==> config.mk <==
export PLATFORM = sky130hd
export DESIGN_NAME = iir_filter_direct_form_one_core
export DESIGN_NICKNAME = d
export VERILOG_FILES = /design/src/iirdf1_pkg.sv /design/src/iirdf1_mac.sv /design/src/iir_filter_direct_form_one_core.sv
export SDC_FILE = /design/constraint.sdc
export NUM_CORES = 2
export LEC_CHECK = 0
export BUFFER_PORTS_ARGS = -buffer_cell sky130_fd_sc_hd__buf_4
export CORE_MARGIN = 3
export CORE_UTILIZATION = 50
export DETAILED_ROUTE_END_ITERATION = 8
export PLACE_DENSITY = 0.68
export SLEW_MARGIN = 30
export SYNTH_ARGS = -nofsm -noshare
export SYNTH_HDL_FRONTEND = slang
export SYNTH_SLANG_ARGS = --single-unit
==> constraint.sdc <==
create_clock -name clk -period 7.6 [get_ports clk]
set_input_delay 0.76 -clock clk [delete_from_list [all_inputs] [get_ports clk]]
set_output_delay 0.76 -clock clk [all_outputs]
set_load 0.05 [all_outputs]
==> src/iirdf1_pkg.sv <==
// Shared types and constants for the direct form I IIR filter core.
// Used by iirdf1_mac and iir_filter_direct_form_one_core; no dependencies.
package iirdf1_pkg;

  localparam int SAMPLE_W = 16;
  localparam int COEF_W   = 18;
  localparam int PROD_W   = SAMPLE_W + COEF_W;
  localparam int FRAC_W   = 15;

  // Action codes carried in the input tuser.
  localparam logic [1:0] ACT_SAMPLE  = 2'd0;
  localparam logic [1:0] ACT_LOAD_FF = 2'd1;
  localparam logic [1:0] ACT_LOAD_FB = 2'd2;

  // Configuration register indexes.
  localparam int CFG_IDX_W  = 1;
  localparam int CFG_DATA_W = 4;
  localparam logic [CFG_IDX_W-1:0] CFG_FF_TERMS = 1'b0;
  localparam logic [CFG_IDX_W-1:0] CFG_FB_TERMS = 1'b1;

  typedef enum logic [2:0] {
    S_IDLE,
    S_FF,
    S_FB,
    S_DRAIN,
    S_ROUND
  } state_t;

  // Controls from the sequencer to the multiply-accumulate unit.
  typedef struct packed {
    logic start;    // clear the accumulator for a new sample
    logic mul_en;   // operands are valid this cycle
    logic mul_sub;  // subtract this product (feedback term)
  } mac_ctl_t;

endpackage

==> src/iirdf1_mac.sv <==
// Shared multiply-accumulate unit with rounding and saturation.
// Depends on iirdf1_pkg.
module iirdf1_mac #(
  parameter int ACC_W = 40
) (
  input  logic                                    clk,
  input  logic                                    rst_n,
  input  iirdf1_pkg::mac_ctl_t                    ctl,
  input  logic signed [iirdf1_pkg::COEF_W-1:0]    coef,
  input  logic signed [iirdf1_pkg::SAMPLE_W-1:0]  data,
  output logic                                    busy,
  output logic signed [iirdf1_pkg::SAMPLE_W-1:0]  result,
  output logic                                    sat
);

  localparam int PW = iirdf1_pkg::PROD_W;
  localparam int SW = iirdf1_pkg::SAMPLE_W;
  localparam int FW = iirdf1_pkg::FRAC_W;

  logic signed [PW-1:0]  prod_r;
  logic                  prod_vld_r;
  logic                  prod_sub_r;
  logic signed [ACC_W-1:0] acc_r;
  logic signed [ACC_W-1:0] prod_ext;
  logic signed [ACC_W:0]   rnd;
  logic signed [ACC_W:0]   quo;
  logic signed [ACC_W:0]   max_v;
  logic signed [ACC_W:0]   min_v;

  always_ff @(posedge clk) begin
    if (!rst_n) begin
      prod_vld_r <= 1'b0;
      prod_sub_r <= 1'b0;
    end else begin
      prod_vld_r <= ctl.mul_en;
      prod_sub_r <= ctl.mul_sub;
    end
  end

  always_ff @(posedge clk) begin
    if (ctl.mul_en) begin
      prod_r <= PW'(coef * data);
    end
  end

  assign prod_ext = ACC_W'(prod_r);

  always_ff @(posedge clk) begin
    if (ctl.start) begin
      acc_r <= '0;
    end else if (prod_vld_r) begin
      acc_r <= prod_sub_r ? acc_r - prod_ext : acc_r + prod_ext;
    end
  end

  // Round half up to Q1.15: add half an LSB, then floor by an arithmetic shift.
  assign rnd   = (ACC_W+1)'(acc_r) + (ACC_W+1)'(1 << (FW - 1));
  assign quo   = rnd >>> FW;
  assign max_v = (ACC_W+1)'((1 << (SW - 1)) - 1);
  assign min_v = -(ACC_W+1)'(1 << (SW - 1));

  always_comb begin
    if (quo > max_v) begin
      result = SW'(max_v);
      sat    = 1'b1;
    end else if (quo < min_v) begin
      result = SW'(min_v);
      sat    = 1'b1;
    end else begin
      result = SW'(quo);
      sat    = 1'b0;
    end
  end

  assign busy = prod_vld_r;

endmodule

==> src/iir_filter_direct_form_one_core.sv <==
// Top level of the direct form I IIR filter: sequencer, coefficient and history
// memories, stream ports and configuration registers. Depends on iirdf1_pkg, iirdf1_mac.
//
//  Channel  Direction  Signals                      Payload
//  in_      slave      tvalid/tready/tdata/tuser    sample or coefficient load
//  out_     master     tvalid/tready/tdata/tuser    filtered sample and clip flag
//  cfg_     write      we/index/data                feedforward_terms, feedback_terms
//
// An accepted sample runs through the feedforward taps, the feedback taps, a drain of
// the pipeline and rounding into the output register; no new item is taken until it
// has finished. The single shared multiplier takes one tap a cycle, followed by the
// memory read, product and accumulate pipeline registers and a rounding state. A
// coefficient load leaves the sequencer idle. Reset clears the histories through valid
// bits at once, with no clearing pass. A stalled output holds the finished sample
// in the output register; the next item is accepted meanwhile.
module iir_filter_direct_form_one_core #(
  parameter int TAPS = 8
) (
  input  logic        clk,
  input  logic        rst_n,
  // tdata: coef_index[2:0], coef_value[20:3], sample_in[36:21], restart[37], zero pad
  input  logic        in_tvalid,
  output logic        in_tready,
  input  logic [39:0] in_tdata,
  // tuser: action[1:0]
  input  logic [1:0]  in_tuser,
  // tdata: sample_out[15:0]
  output logic        out_tvalid,
  input  logic        out_tready,
  output logic [15:0] out_tdata,
  // tuser: saturated[0]
  output logic [0:0]  out_tuser,
  input  logic                                  cfg_we,
  input  logic [iirdf1_pkg::CFG_IDX_W-1:0]      cfg_index,
  input  logic [iirdf1_pkg::CFG_DATA_W-1:0]     cfg_data
);

  localparam int SW    = iirdf1_pkg::SAMPLE_W;
  localparam int CFW   = iirdf1_pkg::COEF_W;
  localparam int AW    = (TAPS > 1) ? $clog2(TAPS) : 1;
  localparam int CW    = $clog2(TAPS + 1);
  localparam int CMPW  = (CW > 4) ? CW : 4;
  localparam int IXW   = (AW > 3) ? AW + 1 : 4;
  localparam int ACC_W = iirdf1_pkg::PROD_W + $clog2(2 * TAPS) + 1;

  // Input field unpacking.
  logic [1:0]            in_action;
  logic [2:0]            in_coef_index;
  logic signed [CFW-1:0] in_coef_value;
  logic signed [SW-1:0]  in_sample;
  logic                  in_restart;

  assign in_action     = in_tuser;
  assign in_coef_index = in_tdata[2:0];
  assign in_coef_value = in_tdata[20:3];
  assign in_sample     = in_tdata[36:21];
  assign in_restart    = in_tdata[37];

  // Configuration registers.
  logic [3:0] ff_terms_r;
  logic [2:0] fb_terms_r;

  always_ff @(posedge clk) begin
    if (!rst_n) begin
      ff_terms_r <= 4'd1;
      fb_terms_r <= 3'd0;
    end else if (cfg_we) begin
      case (cfg_index)
        iirdf1_pkg::CFG_FF_TERMS: ff_terms_r <= cfg_data[3:0];
        iirdf1_pkg::CFG_FB_TERMS: fb_terms_r <= cfg_data[2:0];
        default: ;
      endcase
    end
  end

  // Tap counts clamped to what the memories hold.
  logic [CMPW-1:0] ff_wide;
  logic [CMPW-1:0] fb_wide;
  logic [CW-1:0]   ff_eff;
  logic [CW-1:0]   fb_eff;

  always_comb begin
    ff_wide = (CMPW'(ff_terms_r) > CMPW'(TAPS)) ? CMPW'(TAPS) : CMPW'(ff_terms_r);
    fb_wide = (CMPW'(fb_terms_r) > CMPW'(TAPS - 1)) ? CMPW'(TAPS - 1) : CMPW'(fb_terms_r);
    ff_eff  = ff_wide[CW-1:0];
    fb_eff  = fb_wide[CW-1:0];
  end

  function automatic logic [AW-1:0] ptr_inc(input logic [AW-1:0] p);
    return (p == AW'(TAPS - 1)) ? '0 : p + AW'(1);
  endfunction

  function automatic logic [AW-1:0] ptr_dec(input logic [AW-1:0] p);
    return (p == '0) ? AW'(TAPS - 1) : p - AW'(1);
  endfunction

  // Sequencer.
  iirdf1_pkg::state_t state_r, state_nxt;
  logic [CW-1:0]  cnt_r, cnt_nxt;
  logic [AW-1:0]  hp_r, hp_nxt;
  logic [AW-1:0]  xwp_r, xwp_nxt;
  logic [AW-1:0]  ywp_r, ywp_nxt;
  logic [TAPS-1:0] xv_r, xv_nxt;
  logic [TAPS-1:0] yv_r, yv_nxt;

  logic in_fire;
  logic smp_fire;
  logic issue;
  logic issue_fb;
  logic round_go;
  logic ff_last;
  logic fb_last;
  logic [CW-1:0] cnt_inc;
  logic [AW-1:0] fb_addr;
  logic [AW-1:0] xw_addr;
  logic [AW-1:0] yw_addr;

  logic                 rd_vld_r;
  logic                 rd_fb_r;
  logic                 hv_r;
  logic signed [CFW-1:0] b_rd_r;
  logic signed [CFW-1:0] a_rd_r;
  logic signed [SW-1:0]  xh_rd_r;
  logic signed [SW-1:0]  yh_rd_r;

  logic                  mac_busy;
  logic signed [SW-1:0]  mac_y;
  logic                  mac_sat;
  iirdf1_pkg::mac_ctl_t  mac_ctl;

  logic                  out_valid_r;
  logic [SW-1:0]         out_data_r;
  logic                  out_sat_r;

  assign in_fire  = in_tvalid && in_tready;
  assign smp_fire = in_fire && (in_action == iirdf1_pkg::ACT_SAMPLE);
  assign cnt_inc  = cnt_r + CW'(1);
  assign ff_last  = (cnt_inc == ff_eff);
  assign fb_last  = (cnt_inc == fb_eff);
  assign fb_addr  = cnt_inc[AW-1:0];
  assign xw_addr  = ptr_inc(xwp_r);
  assign yw_addr  = ptr_inc(ywp_r);

  // Next state.
  always_comb begin
    state_nxt = state_r;
    case (state_r)
      iirdf1_pkg::S_IDLE: begin
        if (smp_fire) begin
          if (ff_eff != '0) begin
            state_nxt = iirdf1_pkg::S_FF;
          end else if (fb_eff != '0) begin
            state_nxt = iirdf1_pkg::S_FB;
          end else begin
            state_nxt = iirdf1_pkg::S_DRAIN;
          end
        end
      end
      iirdf1_pkg::S_FF: begin
        if (ff_last) begin
          state_nxt = (fb_eff != '0) ? iirdf1_pkg::S_FB : iirdf1_pkg::S_DRAIN;
        end
      end
      iirdf1_pkg::S_FB: begin
        if (fb_last) begin
          state_nxt = iirdf1_pkg::S_DRAIN;
        end
      end
      iirdf1_pkg::S_DRAIN: begin
        if (!rd_vld_r && !mac_busy) begin
          state_nxt = iirdf1_pkg::S_ROUND;
        end
      end
      iirdf1_pkg::S_ROUND: begin
        if (round_go) begin
          state_nxt = iirdf1_pkg::S_IDLE;
        end
      end
      default: state_nxt = iirdf1_pkg::S_IDLE;
    endcase
  end

  // Sequencer outputs. No transaction is taken while reset is held.
  always_comb begin
    in_tready = 1'b0;
    issue     = 1'b0;
    issue_fb  = 1'b0;
    round_go  = 1'b0;
    case (state_r)
      iirdf1_pkg::S_IDLE:  in_tready = rst_n;
      iirdf1_pkg::S_FF:    issue = 1'b1;
      iirdf1_pkg::S_FB: begin
        issue    = 1'b1;
        issue_fb = 1'b1;
      end
      iirdf1_pkg::S_DRAIN: ;
      iirdf1_pkg::S_ROUND: round_go = !out_valid_r || out_tready;
      default: ;
    endcase
  end

  // Tap counter, history pointers and valid bits.
  always_comb begin
    cnt_nxt = cnt_r;
    hp_nxt  = hp_r;
    xwp_nxt = xwp_r;
    ywp_nxt = ywp_r;
    xv_nxt  = xv_r;
    yv_nxt  = yv_r;
    if (smp_fire) begin
      // A restart drops both histories; the new sample is then the only valid entry.
      if (in_restart) begin
        xv_nxt = '0;
        yv_nxt = '0;
      end
      xv_nxt[xw_addr] = 1'b1;
      xwp_nxt = xw_addr;
      cnt_nxt = '0;
      hp_nxt  = (ff_eff != '0) ? xw_addr : ywp_r;
    end else if (issue) begin
      if ((!issue_fb && ff_last) || (issue_fb && fb_last)) begin
        // Feedback walks back from the newest output, y[n-1].
        cnt_nxt = '0;
        hp_nxt  = ywp_r;
      end else begin
        cnt_nxt = cnt_inc;
        hp_nxt  = ptr_dec(hp_r);
      end
    end else if (round_go) begin
      yv_nxt[yw_addr] = 1'b1;
      ywp_nxt = yw_addr;
    end
  end

  always_ff @(posedge clk) begin
    if (!rst_n) begin
      state_r <= iirdf1_pkg::S_IDLE;
      cnt_r   <= '0;
      hp_r    <= '0;
      xwp_r   <= '0;
      ywp_r   <= '0;
      xv_r    <= '0;
      yv_r    <= '0;
    end else begin
      state_r <= state_nxt;
      cnt_r   <= cnt_nxt;
      hp_r    <= hp_nxt;
      xwp_r   <= xwp_nxt;
      ywp_r   <= ywp_nxt;
      xv_r    <= xv_nxt;
      yv_r    <= yv_nxt;
    end
  end

  // Coefficient memories. Feedback entry 0 stays unused, since a0 is one.
  logic signed [CFW-1:0] b_mem [TAPS];
  logic signed [CFW-1:0] a_mem [TAPS];
  logic [IXW-1:0]        ld_idx;

  assign ld_idx = IXW'(in_coef_index);

  always_ff @(posedge clk) begin
    if (in_fire && (in_action == iirdf1_pkg::ACT_LOAD_FF) && (ld_idx < IXW'(TAPS))) begin
      b_mem[ld_idx[AW-1:0]] <= in_coef_value;
    end
    if (issue) begin
      b_rd_r <= b_mem[cnt_r[AW-1:0]];
    end
  end

  logic [IXW-1:0] ld_idx_fb;
  assign ld_idx_fb = ld_idx + IXW'(1);

  always_ff @(posedge clk) begin
    if (in_fire && (in_action == iirdf1_pkg::ACT_LOAD_FB) && (ld_idx_fb < IXW'(TAPS))) begin
      a_mem[ld_idx_fb[AW-1:0]] <= in_coef_value;
    end
    if (issue) begin
      a_rd_r <= a_mem[fb_addr];
    end
  end

  // History memories, written as circular buffers.
  logic signed [SW-1:0] xh_mem [TAPS];
  logic signed [SW-1:0] yh_mem [TAPS];

  always_ff @(posedge clk) begin
    if (smp_fire) begin
      xh_mem[xw_addr] <= in_sample;
    end
    if (issue) begin
      xh_rd_r <= xh_mem[hp_r];
    end
  end

  always_ff @(posedge clk) begin
    if (round_go) begin
      yh_mem[yw_addr] <= mac_y;
    end
    if (issue) begin
      yh_rd_r <= yh_mem[hp_r];
    end
  end

  always_ff @(posedge clk) begin
    if (!rst_n) begin
      rd_vld_r <= 1'b0;
      rd_fb_r  <= 1'b0;
      hv_r     <= 1'b0;
    end else begin
      rd_vld_r <= issue;
      rd_fb_r  <= issue_fb;
      hv_r     <= issue_fb ? yv_r[hp_r] : xv_r[hp_r];
    end
  end

  // Shared multiply-accumulate. A history entry that is not valid reads as zero.
  logic signed [CFW-1:0] mac_coef;
  logic signed [SW-1:0]  mac_data;

  assign mac_ctl.start   = smp_fire;
  assign mac_ctl.mul_en  = rd_vld_r;
  assign mac_ctl.mul_sub = rd_fb_r;
  assign mac_coef        = rd_fb_r ? a_rd_r : b_rd_r;
  assign mac_data        = !hv_r ? '0 : (rd_fb_r ? yh_rd_r : xh_rd_r);

  iirdf1_mac #(
    .ACC_W (ACC_W)
  ) u_mac (
    .clk    (clk),
    .rst_n  (rst_n),
    .ctl    (mac_ctl),
    .coef   (mac_coef),
    .data   (mac_data),
    .busy   (mac_busy),
    .result (mac_y),
    .sat    (mac_sat)
  );

  // Output register.
  always_ff @(posedge clk) begin
    if (!rst_n) begin
      out_valid_r <= 1'b0;
    end else if (round_go) begin
      out_valid_r <= 1'b1;
    end else if (out_tready) begin
      out_valid_r <= 1'b0;
    end
  end

  always_ff @(posedge clk) begin
    if (round_go) begin
      out_data_r <= mac_y;
      out_sat_r  <= mac_sat;
    end
  end

  assign out_tvalid   = out_valid_r;
  assign out_tdata    = out_data_r;
  assign out_tuser[0] = out_sat_r;

  // The read pipe and the multiplier are empty whenever a new item can be taken.
  a_idle_pipe_empty: assert property (@(posedge clk) disable iff (!rst_n)
    (state_r == iirdf1_pkg::S_IDLE) |-> (!rd_vld_r && !mac_busy))
    else $error("tap pipeline busy while idle");

  // Rounding only sees a fully accumulated sum.
  a_round_after_drain: assert property (@(posedge clk) disable iff (!rst_n)
    (state_r == iirdf1_pkg::S_ROUND) |-> (!rd_vld_r && !mac_busy))
    else $error("rounding before the accumulator settled");

  // An accepted sample always starts a computation.
  a_sample_starts: assert property (@(posedge clk) disable iff (!rst_n)
    smp_fire |=> (state_r != iirdf1_pkg::S_IDLE))
    else $error("sample accepted without a computation");

  // The tap counter stays within the memory depth.
  a_cnt_range: assert property (@(posedge clk) disable iff (!rst_n)
    issue |-> (cnt_r < CW'(TAPS)))
    else $error("tap counter out of range");

  // A finished sample never overwrites one that is still waiting.
  a_no_overwrite: assert property (@(posedge clk) disable iff (!rst_n)
    round_go |-> (!out_valid_r || out_tready))
    else $error("output register overwritten");

endmodule

### Word level (Yosys, flattened, before mapping)

Memory sizes are Yosys's and may differ from the RTL's. A register that Yosys moved wholly into a read port is not among the register bits.
Index checks and enable logic that the tools add are counted.

* input bits: 52
* output and inout bits: 19
* logic and storage cells: 150
* memory bits (writable): 544
* register bits after elaboration: 135
* memories: 4

Memory list
* a_mem: depth 8, width 18, rd ports 1, clocked after Yosys merged registers in 1, wr ports 1, line iir_filter_direct_form_one_core.sv:257 `logic signed [CFW-1:0] a_mem [TAPS];`
* b_mem: depth 8, width 18, rd ports 1, clocked after Yosys merged registers in 1, wr ports 1, line iir_filter_direct_form_one_core.sv:256 `logic signed [CFW-1:0] b_mem [TAPS];`
* xh_mem: depth 8, width 16, rd ports 1, clocked after Yosys merged registers in 1, wr ports 1, line iir_filter_direct_form_one_core.sv:284 `logic signed [SW-1:0] xh_mem [TAPS];`
* yh_mem: depth 8, width 16, rd ports 1, clocked after Yosys merged registers in 1, wr ports 1, line iir_filter_direct_form_one_core.sv:285 `logic signed [SW-1:0] yh_mem [TAPS];`

* reductions and logical operators: 32
* add/subtract/negate cells: 8
* order comparisons: 10
* $mul: 1
* mux-type cells: 53
* equal/unequal tests: 17
* bitwise operators: 6

Operators with widths (count)
* two-way mux 16 bit: 4
* two-way mux 8 bit: 6
* adder 39 x 16 -> 40 bit, second input constant: 1
* adder 39 x 34 -> 39 bit: 1
* two-way mux 39 bit: 1
* subtractor 39 x 34 -> 39 bit: 1
* two-way mux 3 bit: 12
* multiplier 18 x 16 -> 34 bit: 1
* > comparator 25 x 16 -> 1 bit, second input constant: 1
* < comparator 25 x 16 -> 1 bit, second input constant: 1
* two-way mux 1 bit: 21
* two-way mux 18 bit: 1
* < comparator 3 x 4 -> 1 bit, second input constant: 4
* bitwise OR 8 bit: 2
* one-hot mux 3 bit (5 select lines): 1
* inequality test 2 bit, second input constant: 7
* logical AND 1 bit: 11
* == test 3 bit, second input constant: 3
* two-way mux 4 bit: 2
* nonzero test 4 bit: 2
* adder 3 x 1 -> 3 bit, second input constant: 2
* binary-select mux 1 bit (select 3 bit): 2
* demux 1 bit (select 3 bit): 2
* == test 3 x 2 -> 1 bit, second input constant: 2
* other kinds (22): 36

### Logic depth before layout (Yosys ltp)

* depth after elaboration: 10
* gate-level depth with buffers: 28

### By module

From an unflattened synthesis, not the netlist that was laid out.

* cells, all modules: 3159
* area total of the unflattened synthesis: 42592.1 um^2

By module, submodules not included
* iir_filter_direct_form_one_core: cells an instance 1247, area an instance 25989.9 um^2, instances 1
* iirdf1_mac: cells an instance 1912, area an instance 16602.2 um^2, instances 1

### Least setup slack after synthesis

Ideal clock, no wire load.

* kind: flip-flop to flip-flop
* from: register rd_fb_r
* to: register u_mac.prod_r[30] (data pin)
* period minus slack after synthesis: 7322 ps
* arrival: 7064 ps
* data required time: 7342 ps
* path slack: 278 ps
* cell stages (with the launch flop): 25
* buffers on the path: 3
* cell sequence: dfxtp_1 -> clkbuf_1 -> buf_1 -> buf_2 -> mux2i_1 -> nor2_1 -> fa_1 -> inv_1 -> fa_1 -> inv_1 -> fa_1 -> fa_1 -> fa_1 -> inv_1 -> fa_1 -> inv_1 -> ha_1 -> and3_1 -> a41o_1 -> a21oi_1 -> o211a_1 -> o31ai_1 -> a21o_1 -> a21oi_1 -> xnor2_1

* word-level cells in the longest chain between the ends: 3

Ends and longest elaborated chain
* start, declared: line iir_filter_direct_form_one_core.sv:119 `logic rd_fb_r;`
* start signal, assigned: line iir_filter_direct_form_one_core.sv:312 `rd_fb_r <= issue_fb;`
* two-way mux 16 bit (2 in a row): line iir_filter_direct_form_one_core.sv:325 `assign mac_data = !hv_r ? '0 : (rd_fb_r ? yh_rd_r : xh_rd_r);`
* multiplier 18 x 16 -> 34 bit *: line iirdf1_mac.sv:42 `prod_r <= PW'(coef * data);`
* end signal, assigned: line iirdf1_mac.sv:42
* end, declared: line iirdf1_mac.sv:20 `logic signed [PW-1:0] prod_r;`

Every way passes the cells marked *; elsewhere a longest branch is shown, timed or not.
A chain may end at the register's enable or synchronous reset.

### Worst setup path in the final report

* from: register hv_r
* to: register u_mac.prod_r[29] (data pin)

* word-level cells in the longest chain between the ends: 2

Ends and longest elaborated chain
* start, declared: line iir_filter_direct_form_one_core.sv:120 `logic hv_r;`
* start signal, assigned: line iir_filter_direct_form_one_core.sv:313 `hv_r <= issue_fb ? yv_r[hp_r] : xv_r[hp_r];`
* two-way mux 16 bit: line iir_filter_direct_form_one_core.sv:325
* multiplier 18 x 16 -> 34 bit: line iirdf1_mac.sv:42

No other way between the ends.

==> impl_results.md <==
- Met3 routed WL: 6410 µm
- Cts hold-fix bufs: 0
- Max-slew headroom: 36.3%
- Root Driver: clkbuf_16
- Post CTS Setup Buffer Count: 0
- Worst path required time: 7960 ps
- CP Max Fanout: 17
- Syn Area/Cell: 13.5 µm²
- Initial antenna violation count: 1
- Initial Util: 50.9%
- CP dominant cell by count: fa_1
- Minimum clock period: 7230 ps
- Clk sinks: 747
- Max-cap violations: 0
- Final WL: 96400 µm
- GPL Wtd Cong: 0.955
- R2R setup slack: 370 ps
- CTS tree: done
- Largest net degree at the start of global routing: 53
- Global route overflow: 0
- Top-area cell type share of the netlist area: 47.2%
- Clk buf depth: 3
- Setup crit start kind: register
- Critical Path AT: 7590 ps
- Clk pin slew, worst setup/hold paths: 60 ps
- Fin crit share: 95.1%
- Slew @ Worst Pin: 950 ps
- CTS buffer count: 78
- Crit end category: register
- Die W: 296 µm
- Fmax: 138 MHz
- Layout cells sized above 1: 17.0%
- Synth Flop Type: edfxtp_1
- Die H: 296 µm
- Synthesized cell area: 42200 µm²
- TNS Setup: 0 ps
- Synth Warn #: 0
- Routed length per instance: 21.7 µm
- DR vias: 25000
- Hold WS: 358 ps
- Cells along the critical path: buf_4 -> and2_1 -> nand2_1 -> fa_1 -> fa_1 -> fa_1 -> fa_1 -> inv_1 -> fa_1 -> inv_1 -> fa_1 -> inv_1 -> ha_1 -> a2111oi_0 -> and3b_1 -> nor3_1 -> o21ai_0 -> o221ai_1 -> a21oi_1 -> nor3_1 -> a311o_1
- I/O Pins: 71
- LEAKAGE: 17.8 nW
- Largest cells by area after synthesis: edfxtp_1 (47%), fa_1 (14%), mux4_2 (7.5%)
- Critical path's largest stage delay: 650 ps
- Fin. Hold Viols: 0
- Fin. max-slew vios: 0
- Critical path launch point: hv_r
- Nets@finish: 3727
- # rows: 105
- Post-synthesis sequential area ratio: 51.2%
- Outcome: complete, no violations
- Post-Synthesis Cells: 3121
- Met2 WL: 45700 µm
- First-pass GRT wire length: 151000 µm
- # H-tree levels: 3
- Clock latency on the worst-skew pair: 630 ps
- Syn Nets: 3598
- Clock Skew: 32.4 ps
- Kind of critical path: reg -> reg
- Tot Pwr: 12.5 mW
- Peak supply drop: 0.234 mV
- Worst r2r path cells: 21
- Slowest CP cell: dfxtp_1
- Crit path to: u_mac.prod_r[29]
- Most common cell in the netlist: edfxtp_1
- Drt pass-1 iters: 6
- Final instance area: 47000 µm²
- Reg-to-reg startpoint: hv_r
- Total GRT Usage: 22.5%
- Final Util: 56.7%
- Reg-to-reg critical path endpoint: u_mac.prod_r[29]
- Power per standard cell area: 265 nW/µm²
- Seq cells post-synth: 747
- Vias in the first global route: 25900
- Hold Path Cell Cnt: 1
- Final setup fails: 0
- Full die area: 87900 µm²
- Detailed router's first-iteration violation count: 2070
- Async SR Flop Fraction: 0%
- Vias per inst: 5.63
- Area delta synth->final: 11.5%
- Synth top cells by count: edfxtp_1 (663), inv_1 (369), fa_1 (291)
- Buffers on Ports: 68
- Netlist cell types: 78
- Cell Area, Placed: 44500 µm²
- Number of enable flip-flop cells after synthesis: 663
- ANT nets after route: 0
- # DRC: 0
- Worst hold start: in_tdata[36]
- Hold Path Class: in -> reg
- Synth area leader: edfxtp_1
- Hpwl dp: 67700 µm
- Top sig layer: met4
- M1 WL: 41900 µm
- Core region area: 82900 µm²
- RSZ-0062 raised after global routing: no
-- kinds of logic after synthesis --
kind of cell               Yosys count  synth area share (%)
adders and majority gates          425                  17.8
xor gates and xnor gates           126                  2.62
AOI/OAI and AO/OA                  312                  4.65
and+or+nand+nor                    736                  7.94
muxes                              296                  11.5
buffers and inverters              479                  4.34
DFF                                747                  51.2
-- routing by layer --
layer / vias to the layer above / global-route usage [%]
li1: 11300 / -
met1: 12700 / 32.1
met2: 885 / 36.3
met3: 157 / 3.70
met4: 0 / 6.17
met5: - / 0
-- worst max-delay path: cells and delay by family, from the launching register on --
| family | cells | cell delay (ps) |
|---|---|---|
| AO/OA/AOI/OAI | 5 | 1570 |
| adder cells (fa/ha/maj) | 7 | 3250 |
| buffers and inverters | 4 | 460 |
| flip-flops | 1 | 650 |
| AND/OR/NAND/NOR | 5 | 990 |
-- flip-flops by register name (all words and copies together), names as in the netlist, 4 cells and up --
name / cells
b_rd_r: 18
xh_mem: 128
a_rd_r: 18
b_mem: 144
xv_r: 8
yv_r: 8
xh_rd_r: 16
cnt_r: 4
a_mem: 144
u_mac.prod_r: 34
u_mac.acc_r: 39
yh_mem: 128
yh_rd_r: 16
out_tdata: 16
ff_terms_r: 4
-- worst min path at each step --
stage	to	slack [ps]
3_5_place_dp	xv_r[0]	440
4_1_cts	xh_mem[6][15]	310
5_1_grt	xh_mem[0][15]	330
6_report	xh_mem[6][15]	360
2_1_floorplan	xv_r[3]	420
3_3_place_gp	xv_r[1]	430
-- per-stage QoR --
stage / std cells / setup WS [ps]
global route: 4435 / 17.5
global placement: 4291 / 452
detailed placement: 4293 / 353
finish: 4435 / 372
floorplan: 3121 / 278
CTS: 4434 / 334
-- power by group --
group / internal (mW) / total, mW / switching (mW) / leakage [nW]
Sequential: 5.08 / 5.42 / 0.343 / 6.69
Clock: 2.11 / 3.70 / 1.59 / 1.21
Combinational: 1.36 / 3.34 / 1.98 / 9.95
-- final cells by class --
| type | instances | area [µm²] |
|---|---|---|
| diodes | 1 | 2.50 |
| clock buffers | 97 | 2040 |
| clock inverters | 44 | 459 |
| fillers | 6553 | 35900 |
| inverters | 370 | 1390 |
| multi-input cells | 1895 | 18900 |
| flip-flops and latches | 747 | 21600 |
| well taps | 1123 | 1410 |
| repair buffers | 158 | 1220 |
-- layout by cell type (no fill, tap or decap), types with 12 or more instances in the layout --
cell type and instances:
and3_1 14, inv_1 367, clkbuf_16 79, nor2_1 278
nand3_1 39, nand2b_1 28, xnor2_1 92, mux2_2 101
a31oi_1 17, and2_1 18, xor2_1 33, nand2_1 220
edfxtp_1 663, mux2i_1 54, nand3b_1 12, a21oi_1 110
fa_1 291, clkinv_1 16, ha_1 133, dfxtp_1 77
mux4_2 141, o21ai_0 46, clkinv_2 12, clkbuf_1 18
buf_4 154, o21ai_1 18, a21o_1 50, nor3_1 33
-- timing repair --
item | CTS | global route
endpoints found under the hold margin | 0 | 0
setup endpoints to repair | 0 | 4
gates resized for setup | 0 | 4
(Power assumes the default switching activity.)
